File: src/rtl/egf_pkg.sv
`timescale 1ns / 1ps
// Shared constants and types for the encoder glitch filter.
// No dependencies; every other file of the block refers to it by scoped names.
package egf_pkg;

  // Fixed port widths of the sample and result channels
  localparam int ANGLE_W = 14;

  // Configuration register file
  localparam int CFG_INDEX_W = 8;
  localparam int CFG_DATA_W  = 15;
  localparam int SPEED_LIMIT_W  = 14;
  localparam int CHANGE_LIMIT_W = 15;

  localparam logic [CFG_INDEX_W-1:0] REG_SPEED_LIMIT  = CFG_INDEX_W'(0);
  localparam logic [CFG_INDEX_W-1:0] REG_CHANGE_LIMIT = CFG_INDEX_W'(1);

  localparam logic [SPEED_LIMIT_W-1:0]  SPEED_LIMIT_RESET  = SPEED_LIMIT_W'(2053);
  localparam logic [CHANGE_LIMIT_W-1:0] CHANGE_LIMIT_RESET = CHANGE_LIMIT_W'(513);

  // Steps are held in fixed point with this many fraction bits
  localparam int FRAC_BITS = 8;

  // Shared add/subtract unit operation
  typedef logic alu_op_t;
  localparam alu_op_t ALU_ADD = 1'b0;
  localparam alu_op_t ALU_SUB = 1'b1;

endpackage

File: src/rtl/egf_if.sv
`timescale 1ns / 1ps
// Valid/ready channel interfaces for raw samples and filtered results.
// Depends on egf_pkg for the angle width.
interface egf_in_if;
  logic                        valid;
  logic                        ready;
  logic [egf_pkg::ANGLE_W-1:0] raw_angle;

  modport source (output valid, output raw_angle, input ready);
  modport sink   (input valid, input raw_angle, output ready);
endinterface

interface egf_out_if;
  logic                        valid;
  logic                        ready;
  logic [egf_pkg::ANGLE_W-1:0] filtered_angle;
  logic                        anomaly;

  modport source (output valid, output filtered_angle, output anomaly, input ready);
  modport sink   (input valid, input filtered_angle, input anomaly, output ready);
endinterface

File: src/rtl/egf_addsub.sv
`timescale 1ns / 1ps
// Shared add/subtract unit: one carry chain, operand b inverted for subtract.
// Depends on egf_pkg for the operation codes.
module egf_addsub #(
  parameter int W = 24
) (
  input  logic [W-1:0]     a,
  input  logic [W-1:0]     b,
  input  egf_pkg::alu_op_t op,
  output logic [W-1:0]     y
);

  logic          sub;
  logic [W-1:0]  b_inv;

  assign sub   = (op == egf_pkg::ALU_SUB);
  assign b_inv = b ^ {W{sub}};
  assign y     = a + b_inv + W'(sub);

endmodule

File: src/rtl/encoder_glitch_filter.sv
`timescale 1ns / 1ps
// Encoder glitch filter top level: sequencer, history rings, limits, output register.
// Depends on egf_pkg, egf_if (egf_in_if, egf_out_if) and egf_addsub.
//
// One raw angle is taken per transaction and one result is given back for it. The block
// takes a sample only when its sequencer is idle; a finished result waits in an output
// register, so the next sample is taken while it is still pending. A sample that passes
// (fill phase or within limits) goes from the idle state through the check and finish
// states back to idle. A replaced sample adds a sum state, in which the shared adder
// sums the step ring one slot a cycle, a prep state, in which the same adder forms the
// magnitude of the sum plus half the divisor, a multiply state that multiplies it by the
// reciprocal of HISTORY_DEPTH-1, and an estimate state.
// The last result stage holds when the output register is still occupied.
module encoder_glitch_filter #(
  parameter int HISTORY_DEPTH = 10,
  parameter int ANGLE_BITS    = 14
) (
  input  logic                               clk,
  input  logic                               rst,
  input  logic                               cfg_we,
  input  logic [egf_pkg::CFG_INDEX_W-1:0]    cfg_index,
  input  logic [egf_pkg::CFG_DATA_W-1:0]     cfg_data,
  egf_in_if.sink                             sample,
  egf_out_if.source                          result
);

  localparam int AB      = ANGLE_BITS;
  localparam int SLOT_W  = $clog2(HISTORY_DEPTH);
  localparam int DLW     = AB + 2;                       // raw angle difference
  localparam int SW      = AB + 1 + egf_pkg::FRAC_BITS;  // fixed point step
  localparam int CW      = (AB + 10 > 25) ? AB + 10 : 25; // limit compare width
  localparam int SUMW    = SW + $clog2(HISTORY_DEPTH);
  localparam int DIVISOR = HISTORY_DEPTH - 1;
  localparam int DIV_SH  = SUMW + $clog2(DIVISOR);       // reciprocal scale
  localparam int MW      = SUMW + 1;                     // reciprocal width
  localparam int PW      = SUMW + MW;                    // product width
  localparam int HALF_I  = 1 << (AB - 1);
  localparam int SPAN_I  = 1 << AB;
  localparam int ROUND_I = 1 << (egf_pkg::FRAC_BITS - 1);
  localparam longint RECIP_I =
    ((longint'(1) << DIV_SH) + longint'(DIVISOR) - 1) / longint'(DIVISOR);

  localparam logic signed [DLW-1:0] HALF = DLW'(HALF_I);
  localparam logic signed [DLW-1:0] SPAN = DLW'(SPAN_I);
  localparam logic [SLOT_W-1:0]     LAST_SLOT = SLOT_W'(HISTORY_DEPTH - 1);
  localparam logic [MW-1:0]         RECIP = MW'(RECIP_I);
  localparam logic [SUMW-1:0]       HALF_DIV = SUMW'(DIVISOR / 2);

  localparam logic [2:0] S_IDLE   = 3'd0;
  localparam logic [2:0] S_CHECK  = 3'd1;
  localparam logic [2:0] S_SUM    = 3'd2;
  localparam logic [2:0] S_PREP   = 3'd3;
  localparam logic [2:0] S_MUL    = 3'd4;
  localparam logic [2:0] S_EST    = 3'd5;
  localparam logic [2:0] S_FINISH = 3'd6;

  logic [2:0] state;

  // Configuration
  logic [egf_pkg::SPEED_LIMIT_W-1:0]  speed_limit;
  logic [egf_pkg::CHANGE_LIMIT_W-1:0] change_limit;

  // History rings and their control
  logic [AB-1:0]        angle_hist [HISTORY_DEPTH];
  logic signed [SW-1:0] step_hist  [HISTORY_DEPTH];
  logic [SLOT_W-1:0]    slot;
  logic                 full;
  logic signed [SW-1:0] prev_step;

  // Working registers
  logic [AB-1:0]        angle_reg;
  logic [AB-1:0]        last_reg;
  logic signed [SW-1:0] step_q_reg;
  logic                 anomaly_reg;
  logic [AB-1:0]        result_angle;
  logic [SUMW-1:0]      acc;
  logic [SLOT_W-1:0]    sum_idx;
  logic [SUMW-1:0]      num;
  logic [PW-1:0]        prod;

  // Output register
  logic                 out_valid;
  logic [AB-1:0]        out_angle;
  logic                 out_anomaly;

  // Combinational
  logic [SLOT_W-1:0]    prev_slot;
  logic [AB-1:0]        last_angle;
  logic signed [DLW-1:0] diff_raw;
  logic signed [DLW-1:0] step_w;
  logic [DLW-1:0]       abs_step;
  logic signed [SW-1:0] step_q_w;
  logic signed [CW-1:0] dq;
  logic [CW-1:0]        abs_dq;
  logic                 speed_hit;
  logic                 change_hit;
  logic                 anomaly_w;
  logic [SUMW-1:0]      unit_a;
  logic [SUMW-1:0]      unit_b;
  logic [SUMW-1:0]      unit_y;
  egf_pkg::alu_op_t     unit_op;
  logic                 acc_neg;
  logic [SW-1:0]        q_mag;
  logic [SW-1:0]        tick_mag;
  logic [AB-1:0]        ticks_lo;
  logic [AB-1:0]        ticks;
  logic signed [SW-1:0] avg_q;
  logic                 commit;

  assign sample.ready          = (state == S_IDLE);
  assign result.valid          = out_valid;
  assign result.filtered_angle = egf_pkg::ANGLE_W'(out_angle);
  assign result.anomaly        = out_anomaly;

  assign commit = (state == S_FINISH) && (!out_valid || result.ready);

  // Step from the last stored angle to the new sample, wrapped to half a turn
  assign prev_slot  = (slot == '0) ? LAST_SLOT : slot - SLOT_W'(1);
  assign last_angle = angle_hist[prev_slot];

  always_comb begin
    diff_raw = $signed({2'b00, angle_reg}) - $signed({2'b00, last_angle});
    step_w   = diff_raw;
    if (diff_raw > HALF) begin
      step_w = diff_raw - SPAN;
    end else if (diff_raw < -HALF) begin
      step_w = diff_raw + SPAN;
    end
  end

  assign step_q_w   = SW'(step_w) <<< egf_pkg::FRAC_BITS;
  assign abs_step   = step_w[DLW-1] ? DLW'(-step_w) : DLW'(step_w);
  assign dq         = CW'(step_q_w) - CW'(prev_step);
  assign abs_dq     = dq[CW-1] ? CW'(-dq) : CW'(dq);
  assign speed_hit  = CW'(abs_step) > CW'(speed_limit);
  assign change_hit = abs_dq > CW'({change_limit, {egf_pkg::FRAC_BITS{1'b0}}});
  assign anomaly_w  = full && (speed_hit || change_hit);

  // Shared unit: sums the step ring, then forms |sum| + divisor/2 for the rounding divide
  assign acc_neg = acc[SUMW-1];

  always_comb begin
    if (state == S_PREP) begin
      unit_a  = acc_neg ? HALF_DIV : acc;
      unit_b  = acc_neg ? acc : HALF_DIV;
      unit_op = acc_neg ? egf_pkg::ALU_SUB : egf_pkg::ALU_ADD;
    end else begin
      unit_a  = acc;
      unit_b  = SUMW'(step_hist[sum_idx]);
      unit_op = egf_pkg::ALU_ADD;
    end
  end

  egf_addsub #(
    .W (SUMW)
  ) u_addsub (
    .a  (unit_a),
    .b  (unit_b),
    .op (unit_op),
    .y  (unit_y)
  );

  // Rounding of the average and of the tick estimate, halves away from zero
  assign q_mag    = prod[DIV_SH +: SW];
  assign avg_q    = acc_neg ? -$signed(q_mag) : $signed(q_mag);
  assign tick_mag = (q_mag + SW'(ROUND_I)) >> egf_pkg::FRAC_BITS;
  assign ticks_lo = AB'(tick_mag);
  assign ticks    = acc_neg ? -ticks_lo : ticks_lo;

  // Configuration writes
  always_ff @(posedge clk) begin
    if (rst) begin
      speed_limit  <= egf_pkg::SPEED_LIMIT_RESET;
      change_limit <= egf_pkg::CHANGE_LIMIT_RESET;
    end else if (cfg_we) begin
      unique case (cfg_index)
        egf_pkg::REG_SPEED_LIMIT:  speed_limit  <= cfg_data[egf_pkg::SPEED_LIMIT_W-1:0];
        egf_pkg::REG_CHANGE_LIMIT: change_limit <= cfg_data[egf_pkg::CHANGE_LIMIT_W-1:0];
        default: ;
      endcase
    end
  end

  // Sequencer
  always_ff @(posedge clk) begin
    if (rst) begin
      state <= S_IDLE;
    end else begin
      unique case (state)
        S_IDLE: begin
          if (sample.valid) begin
            state <= S_CHECK;
          end
        end
        S_CHECK:  state <= anomaly_w ? S_SUM : S_FINISH;
        S_SUM: begin
          if (sum_idx == LAST_SLOT) begin
            state <= S_PREP;
          end
        end
        S_PREP:   state <= S_MUL;
        S_MUL:    state <= S_EST;
        S_EST:    state <= S_FINISH;
        S_FINISH: begin
          if (commit) begin
            state <= S_IDLE;
          end
        end
        default:  state <= S_IDLE;
      endcase
    end
  end

  // Datapath working registers
  always_ff @(posedge clk) begin
    case (state)
      S_IDLE: begin
        angle_reg <= AB'(sample.raw_angle);
      end
      S_CHECK: begin
        last_reg     <= last_angle;
        step_q_reg   <= step_q_w;
        anomaly_reg  <= anomaly_w;
        result_angle <= angle_reg;
        acc          <= '0;
        sum_idx      <= '0;
      end
      S_SUM: begin
        // skip the oldest step, which sits in the slot about to be overwritten
        if (sum_idx != prev_slot) begin
          acc <= unit_y;
        end
        sum_idx <= sum_idx + SLOT_W'(1);
      end
      S_PREP: begin
        num <= unit_y;
      end
      S_MUL: begin
        // divide by the constant through its scaled reciprocal
        prod <= PW'(num) * PW'(RECIP);
      end
      S_EST: begin
        step_q_reg   <= avg_q;
        result_angle <= last_reg + ticks;
      end
      default: ;
    endcase
  end

  // History rings: advance on commit of each result
  always_ff @(posedge clk) begin
    if (commit) begin
      angle_hist[slot] <= result_angle;
      if (full || slot != '0) begin
        step_hist[prev_slot] <= step_q_reg;
      end
    end
  end

  always_ff @(posedge clk) begin
    if (rst) begin
      slot      <= '0;
      full      <= 1'b0;
      prev_step <= '0;
    end else if (commit) begin
      slot <= (slot == LAST_SLOT) ? '0 : slot + SLOT_W'(1);
      if (slot == LAST_SLOT) begin
        full <= 1'b1;
      end
      if (full) begin
        prev_step <= step_q_reg;
      end
    end
  end

  // Output register: hold until the transaction completes
  always_ff @(posedge clk) begin
    if (rst) begin
      out_valid <= 1'b0;
    end else if (commit) begin
      out_valid <= 1'b1;
    end else if (result.ready) begin
      out_valid <= 1'b0;
    end
  end

  always_ff @(posedge clk) begin
    if (commit) begin
      out_angle   <= result_angle;
      out_anomaly <= anomaly_reg;
    end
  end

endmodule

File: src/flat_wrapper.sv
// flat-port wrapper written by rule: the top's interface ports become plain ports
module encoder_glitch_filter_flat 
#(
  parameter int HISTORY_DEPTH = 10,
  parameter int ANGLE_BITS    = 14
)
  (clk, rst, cfg_we, cfg_index, cfg_data, sample_valid, sample_raw_angle, sample_ready, result_valid, result_filtered_angle, result_anomaly, result_ready);
  egf_in_if sample_i ();
  egf_out_if result_i ();
  input  logic clk;
  input  logic rst;
  input  logic cfg_we;
  input  logic [egf_pkg::CFG_INDEX_W-1:0] cfg_index;
  input  logic [egf_pkg::CFG_DATA_W-1:0] cfg_data;
  input wire logic [$bits(sample_i.valid)-1:0] sample_valid;
  input wire logic [$bits(sample_i.raw_angle)-1:0] sample_raw_angle;
  output wire logic [$bits(sample_i.ready)-1:0] sample_ready;
  output wire logic [$bits(result_i.valid)-1:0] result_valid;
  output wire logic [$bits(result_i.filtered_angle)-1:0] result_filtered_angle;
  output wire logic [$bits(result_i.anomaly)-1:0] result_anomaly;
  input wire logic [$bits(result_i.ready)-1:0] result_ready;
  assign sample_i.valid = sample_valid;
  assign sample_i.raw_angle = sample_raw_angle;
  assign sample_ready = sample_i.ready;
  assign result_valid = result_i.valid;
  assign result_filtered_angle = result_i.filtered_angle;
  assign result_anomaly = result_i.anomaly;
  assign result_i.ready = result_ready;
  encoder_glitch_filter #(.HISTORY_DEPTH(HISTORY_DEPTH), .ANGLE_BITS(ANGLE_BITS)) u_core (.clk(clk), .rst(rst), .cfg_we(cfg_we), .cfg_index(cfg_index), .cfg_data(cfg_data), .sample(sample_i), .result(result_i));
endmodule
File: config.mk
export PLATFORM = sky130hd
export DESIGN_NAME = encoder_glitch_filter_flat
export DESIGN_NICKNAME = d
export VERILOG_FILES = /design/src/rtl/egf_pkg.sv /design/src/rtl/egf_if.sv /design/src/rtl/egf_addsub.sv /design/src/rtl/encoder_glitch_filter.sv /design/src/flat_wrapper.sv
export SDC_FILE = /design/constraint.sdc
export NUM_CORES = 2
export LEC_CHECK = 0
export BUFFER_PORTS_ARGS = -buffer_cell sky130_fd_sc_hd__buf_2
export CAP_MARGIN = 0
export CORE_ASPECT_RATIO = 0.8
export CORE_MARGIN = 1.5
export CORE_UTILIZATION = 40
export DETAILED_ROUTE_END_ITERATION = 16
export GPL_ROUTABILITY_DRIVEN = 0
export PLACE_DENSITY = 0.51
export RECOVER_POWER = 50
export SLEW_MARGIN = 20
export SYNTH_ARGS = -nofsm -noshare
export SYNTH_HDL_FRONTEND = slang
export SYNTH_SLANG_ARGS = --single-unit
File: constraint.sdc
create_clock -name clk -period 21.7 [get_ports clk]
set_input_delay 1.085 -clock clk [delete_from_list [all_inputs] [get_ports clk]]
set_output_delay 1.085 -clock clk [all_outputs]
set_load 0.05 [all_outputs]
Word-level counts from Yosys, hierarchy flattened
Memories as Yosys holds them, arrays and structs flattened. A register that Yosys moved wholly into a read port is not among the register bits.
Index checks and enable logic that the tools add are counted.
- $mul: 1
- mux-type cells: 32
- reduce and logical (&&, ||, !) cells: 19
- order comparisons: 4
- equality and inequality tests: 14
- bitwise logic cells: 1
- add/sub/neg operators: 15
- operators by type and width (kind ; number):
    two-way mux 27 bit ; 4
    multiplier 27 x 28 -> 54 bit, second input constant ; 1
    one-hot mux 27 bit (2 select lines) ; 1
    two-way mux 16 bit ; 3
    one-hot mux 23 bit (2 select lines) ; 1
    one-hot mux 14 bit (2 select lines) ; 1
    adder 27 x 1 -> 27 bit ; 1
    adder 27 bit ; 1
    XOR 27 bit ; 1
    two-way mux 26 bit ; 1
    > comparator 25 x 23 -> 1 bit ; 1
    two-way mux 25 bit ; 1
    negator 25 bit ; 1
    subtractor 23 x 23 -> 24 bit ; 1
    two-way mux 23 bit ; 1
    negator 23 bit ; 1
    adder 22 x 8 -> 22 bit, second input constant ; 1
    one-hot mux 3 bit (7 select lines) ; 1
    adder 16 bit, second input constant ; 1
    > comparator 16 x 14 -> 1 bit ; 1
    > comparator 16 x 15 -> 1 bit, second input constant ; 1
    less-than comparator 16 x 14 -> 1 bit, second input constant ; 1
    negator 16 bit ; 1
    subtractor 16 bit, second input constant ; 1
    28 further kinds ; 57
- output and inout port bits: 17
- memory bits (writable): 370
- memories kept: 2
- bits in registers: 254
- memories (name ; depth ; width ; read ports ; clocked after Yosys merged registers in ; wr ports ; RTL line ; RTL):
    u_core.step_hist ; 10 ; 23 ; 1 ; 1 ; 1 ; encoder_glitch_filter.sv:65 ; logic signed [SW-1:0] step_hist [HISTORY_DEPTH];
    u_core.angle_hist ; 10 ; 14 ; 1 ; 0 ; 1 ; encoder_glitch_filter.sv:64 ; logic [AB-1:0] angle_hist [HISTORY_DEPTH];

Depth between registers and ports, before layout
An unclocked memory read counts as a cell.
- depth in word-level cells: 15
- mapped depth: 43
- gate-level depth less buffers: 39

By module
A second synthesis with hierarchy kept.
- cell total of the unflattened synthesis: 3193
- area, all modules: 38764.7 sq um
- by module, submodules not included (module ; cells each ; area each (sq um) ; times used):
    encoder_glitch_filter ; 2945 ; 36936.7 ; 1
    egf_addsub ; 248 ; 1828.0 ; 1

Worst setup path after synthesis
Ideal clock, no wire load.
- path type: flip-flop to flip-flop
- start point: register u_core.slot[2]
- end point: register u_core.anomaly_reg, data pin
- arrival time: 7.889 ns
- setup slack: 13.544 ns
- clock period less this slack: 8.156 ns
- cell stages (with the launch flop): 42
- data required time: 21.432 ns
- cells stage by stage: dfxtp_1 buf_2 buf_2 nor2_2 o21ai_1 clkbuf_1 mux4_2 nand2_1 nand2_1 a211oi_1 a21oi_1 ha_1 fa_1 and4b_1 o31ai_2 xnor2_1 inv_1 a21oi_1 [6 not listed] nor2b_1 o21ai_0 a21oi_1 clkbuf_1 nand2_1 xnor2_1 ha_1 nor2b_1 o21a_1 o21a_1 o21a_1 o21a_1 o21a_1 o21a_1 o211ai_1 a31oi_1 o21ai_0 o21ai_1
- word-level cells in the longest chain between the ends: 13
- ends and longest elaborated chain (element ; RTL line ; RTL):
    start, declared ; encoder_glitch_filter.sv:66 ; logic [SLOT_W-1:0] slot;
    start signal, assigned ; encoder_glitch_filter.sv:266 ; slot <= (slot == LAST_SLOT) ? '0 : slot + SLOT_W'(1);
    subtractor 4 x 1 -> 4 bit / logical NOT 4 bit (equally long branches) ; encoder_glitch_filter.sv:118 ; assign prev_slot = (slot == '0) ? LAST_SLOT : slot - SLOT_W'(1);
    two-way mux 4 bit (*) ; encoder_glitch_filter.sv:118 ;
    memory read (10 x 14 bit) (*) ; n/a ;
    via u_core.last_angle[0] ; encoder_glitch_filter.sv:88 ; logic [AB-1:0] last_angle;
    subtractor 14 x 14 -> 15 bit (*) ; encoder_glitch_filter.sv:122 ; diff_raw = $signed({2'b00, angle_reg}) - $signed({2'b00, last_angle});
    adder 16 bit / less-than comparator 16 x 14 -> 1 bit (equally long branches) ; encoder_glitch_filter.sv:127, encoder_glitch_filter.sv:126 ;
    two-way mux 16 bit ; encoder_glitch_filter.sv:126 ; end else if (diff_raw < -HALF) begin
    two-way mux 16 bit (*) ; encoder_glitch_filter.sv:124 ; if (diff_raw > HALF) begin
    subtractor 23 x 23 -> 24 bit ; encoder_glitch_filter.sv:133 ; assign dq = CW'(step_q_w) - CW'(prev_step);
    negator 25 bit ; encoder_glitch_filter.sv:134 ; assign abs_dq = dq[CW-1] ? CW'(-dq) : CW'(dq);
    two-way mux 25 bit ; encoder_glitch_filter.sv:134 ;
    > comparator 25 x 23 -> 1 bit ; encoder_glitch_filter.sv:136 ; assign change_hit = abs_dq > CW'({change_limit, {egf_pkg::FRAC_BITS{1'b0}}});
    logical OR 1 bit (*) ; encoder_glitch_filter.sv:137 ; assign anomaly_w = full && (speed_hit || change_hit);
    logical AND 1 bit (*) ; encoder_glitch_filter.sv:137 ;
    via u_core.anomaly_w ; encoder_glitch_filter.sv:97 ; logic anomaly_w;
    end signal, assigned ; encoder_glitch_filter.sv:223 ; anomaly_reg <= anomaly_w;
    end, declared ; encoder_glitch_filter.sv:74 ; logic anomaly_reg;
The timed path passes the listed nets; every way through them passes the cells marked *.
A chain may end at the register's enable or synchronous reset.

Worst setup path after layout
- start point: register u_core.slot[0]
- end point: register u_core.state[2]
- word-level cells in the longest chain between the ends: 15
- ends and longest elaborated chain (element ; RTL line ; RTL):
    subtractor 4 x 1 -> 4 bit / logical NOT 4 bit (equally long branches) ; encoder_glitch_filter.sv:118 ;
    two-way mux 4 bit (*) ; encoder_glitch_filter.sv:118 ;
    memory read (10 x 14 bit) (*) ; n/a ;
    via u_core.last_angle[0] ; encoder_glitch_filter.sv:88 ;
    subtractor 14 x 14 -> 15 bit (*) ; encoder_glitch_filter.sv:122 ;
    adder 16 bit / less-than comparator 16 x 14 -> 1 bit (equally long branches) ; encoder_glitch_filter.sv:127, encoder_glitch_filter.sv:126 ;
    two-way mux 16 bit ; encoder_glitch_filter.sv:126 ;
    two-way mux 16 bit (*) ; encoder_glitch_filter.sv:124 ;
    subtractor 23 x 23 -> 24 bit ; encoder_glitch_filter.sv:133 ;
    negator 25 bit ; encoder_glitch_filter.sv:134 ;
    two-way mux 25 bit ; encoder_glitch_filter.sv:134 ;
    > comparator 25 x 23 -> 1 bit ; encoder_glitch_filter.sv:136 ;
    logical OR 1 bit (*) ; encoder_glitch_filter.sv:137 ;
    logical AND 1 bit (*) ; encoder_glitch_filter.sv:137 ;
    via u_core.anomaly_w ; encoder_glitch_filter.sv:97 ;
    two-way mux 3 bit (*) ; encoder_glitch_filter.sv:195 ; S_CHECK: state <= anomaly_w ? S_SUM : S_FINISH;
    one-hot mux 3 bit (7 select lines) (*) ; encoder_glitch_filter.sv:189 ; unique case (state)
    end signal, assigned ; encoder_glitch_filter.sv:195 ;
    end, declared ; encoder_glitch_filter.sv:57 ; logic [2:0] state;
Marked as above.

==> impl_metrics.ini <==
[synth]
distinct_cell_type_count_after_synthesis = 87
ys_top_cells_by_area = sky130_fd_sc_hd__edfxtp_1 42%, sky130_fd_sc_hd__fa_1 11%, sky130_fd_sc_hd__ha_1 11%, sky130_fd_sc_hd__inv_1 4.1%, sky130_fd_sc_hd__mux4_2 3.4%
postSynthAreaPerCell_um2 = 12.1
synthDominantCellAreaShare_pct = 42.1
yosysWarnings = 0
synth_flop_cell = sky130_fd_sc_hd__edfxtp_1
yosysTopAreaCell = sky130_fd_sc_hd__edfxtp_1
syn-instance-count = 3143
postSynthRegisterBits = 597
synth.cell_area_um2 = 37900
async_reset_ff_share_pct = 0
number_of_nets_produced_by_synthesis = 3719
synth_seq_area_share_pct = 45.6
synth_edf_count = 532

[final_layout]
syn2layout_area_growth_pct = 9.82
mostFrequentLayoutCell = sky130_fd_sc_hd__edfxtp_1
insertedDiodeCount = 0
registers_with_the_most_flip_flops = u_core.step_hist (230), u_core.angle_hist (140)
largest_reg_flops = 230
layout_common_cells = 532 x sky130_fd_sc_hd__edfxtp_1, 417 x sky130_fd_sc_hd__inv_1, 321 x sky130_fd_sc_hd__ha_1
top_register = u_core.step_hist
share_of_final_layout_standard_cells_stronger_than_drive_strength_1_pct = 9.07
final_nets = 3770
finish.utilization_pct = 44.6

[place]
preCtsSetupSlack_ps = 11310
hpwl_um = 72600
port_buffers = 58

[power_and_ir_drop]
power_leakage_nw = 16.4
vdd.ir_drop.worst_v = 0.000200
total_power_density_per_cell_area_nw_per_um2 = 153

[die]
design.core.area_um2 = 93500
die-area_um2 = 96700
initial_core_util_pct = 40.6
floorplan.io_pins = 59
die-width_um = 347
placementRows = 100
die_height_um = 278

[grt]
use_met1_pct = 31.9
global_route.usage.met3_pct = 2.77
global_route.usage.met2_pct = 31.1
grt_usage_pct = 20.7
grt_pass1_wl_um = 152000
antenna_violations_before_repair = 4
grt.busiest_layer = met1
first_global_vias = 24453
grt_max_degree = 71
grt.overflow.total = 0

[sta]
period_minus_slack_ps = 11980
layout_worst_path_cycle_share_pct = 55.2
finalSetupViolCount = 0
slew_viol_final = 285
grt_setup_unrepaired = false
worst_pin_slew_ps = 3140
hold_viol_final = 0
max_freq_ghz = 0.0835
finalWorstSetupSlack_ps = 9720
max-slew-margin-rel_pct = -110
finalSetupTns_ps = 0
fin_skew_ps = 48.1

[clock_network]
cts_tree = yes
worst_skew_pair.late_latency_ps = 650
postCtsResizedCells = 0
cts_max_path_buffers = 3
cts_max_level = 2
clock_pin_slew_reported_for_the_worst_setup_and_hold_paths_after_clock_tree_synthesis_ps = 60
postCtsSetupRepairBufs = 0
cts_sinks = 597
clk_root_buffer_cell = sky130_fd_sc_hd__clkbuf_16
cts_stage_hold_buffer_count = 0
cts_inserted_buffers = 59

[run_status]
outcome = complete, but fails checks
violations_in_the_final_reports = max-capacitance violations, max-slew violations

[route]
detail_route.drc_violations = 0
drtPass1Iterations = 6
vias_per_cell = 5.41
first_iter_violations = 2039
wl_per_cell_um = 22.2
route.final.wire_length_um = 99000
antenna_violation_net_count_after_detailed_routing = 0
detailroute.via_count = 24179

[critical_path]
slowest_delay_ps = 1860
timing_worst_setup_path_type = reg2reg
worst-path-max-fanout = 43
cp-start-kind = register
worst_setup_path_end_kind = register
cp_slowest_cell = sky130_fd_sc_hd__clkbuf_1
cp_data_required_time_ps = 22250
worst_ep_arrival_ps = 12530
path_common_cell = sky130_fd_sc_hd__o21a_1

[min_path]
min-delay-path-class = reg2reg

[run]
max_cap_violation_count = 7
## layer usage
| layer | wire length, um | share of wire [%] |
|---|---|---|
| met2 | 42900 | 43 |
| met4 | 1380 | 1.4 |
| met3 | 5650 | 5.7 |
| met5 | 27 | 0.027 |
| met1 | 49100 | 50 |
## worst max-delay path, delay by kind of cell (launching register included)
kind | cells | cell delay, ps
AND/OR/NAND/NOR | 7 | 1410
flip-flops | 1 | 300
buffers and inverters | 5 | 3320
multiplexers | 1 | 550
adder cells (fa/ha/maj) | 4 | 1350
AO/OA/AOI/OAI | 20 | 4350
XOR/XNOR | 2 | 610
## power by group
part | internal [mW] | switching [mW] | total (mW)
clock | 0.619 | 0.451 | 1.07
sequential | 1.48 | 0.128 | 1.60
combinational | 1.62 | 2.07 | 3.69
## stage by stage
| stage | hold WS (ps) | instance area [um2] | cells | power, mW |
|---|---|---|---|---|
| final | 464 | 41600 | 4466 | 6.37 |
| after global routing | 487 | 41600 | 4466 | 7.02 |
| after CTS | 464 | 41700 | 4465 | 6.45 |
| after detailed placement | 451 | 39700 | 4356 | 5.30 |
| after global placement | 447 | 39700 | 4356 | 5.27 |
| after floorplan | 400 | 37900 | 3143 | 4.37 |
## cell usage after synthesis (16+ instances only)
cell type	instances
sky130_fd_sc_hd__nor3_1	35
sky130_fd_sc_hd__edfxtp_1	532
sky130_fd_sc_hd__nand3b_1	26
sky130_fd_sc_hd__clkbuf_1	78
sky130_fd_sc_hd__a21o_1	40
sky130_fd_sc_hd__fa_1	213
sky130_fd_sc_hd__xnor2_1	118
sky130_fd_sc_hd__ha_1	321
sky130_fd_sc_hd__mux2_2	30
sky130_fd_sc_hd__and2_1	56
sky130_fd_sc_hd__dfxtp_1	65
sky130_fd_sc_hd__o21a_1	28
sky130_fd_sc_hd__o21ai_0	130
sky130_fd_sc_hd__inv_1	417
sky130_fd_sc_hd__mux2i_1	79
sky130_fd_sc_hd__xor2_1	56
sky130_fd_sc_hd__nand2b_1	21
sky130_fd_sc_hd__nand2_1	201
sky130_fd_sc_hd__and3_1	16
sky130_fd_sc_hd__nor2b_1	31
sky130_fd_sc_hd__nand3_1	44
sky130_fd_sc_hd__mux4_2	58
sky130_fd_sc_hd__nor2_1	150
sky130_fd_sc_hd__o211ai_1	16
sky130_fd_sc_hd__a21oi_1	133
## path summary, 6_finish.rpt
check                                                      start  cells past startpoint                               end  slack [ps]
worst max-delay path                 u_core.slot[0]$_SDFFE_PP0P_                     39      u_core.state[2]$_SDFFE_PP0P_        9720
worst min register to register  u_core.prev_step[9]$_SDFFE_PP0P_                      2  u_core.prev_step[9]$_SDFFE_PP0P_         460
worst min-delay path            u_core.prev_step[9]$_SDFFE_PP0P_                      2  u_core.prev_step[9]$_SDFFE_PP0P_         460
worst max register to register       u_core.slot[0]$_SDFFE_PP0P_                     39      u_core.state[2]$_SDFFE_PP0P_        9720
## cell families (layout without fill, tap and decap cells)
logic type / count (synthesis) / after routing / share of synthesized area (%)
multiplexers: 168 / 168 / 6.46
adder cells (fa/ha/maj): 535 / 535 / 21.9
flip-flops: 597 / 597 / 45.6
AO/OA/AOI/OAI: 494 / 494 / 8.36
buffers and inverters: 522 / 621 / 5.25
XOR/XNOR: 174 / 174 / 4.02
AND/OR/NAND/NOR: 653 / 653 / 8.47
## layout make-up
type | instances | area (um2)
clock inverter | 33 | 433
tap | 1224 | 1530
multi-input combinational | 2024 | 18800
fill | 8510 | 51800
timing repair buffer | 93 | 503
inverter | 419 | 1570
sequential | 597 | 17300
clock buffer | 76 | 1570
(Power assumes the default switching activity.)
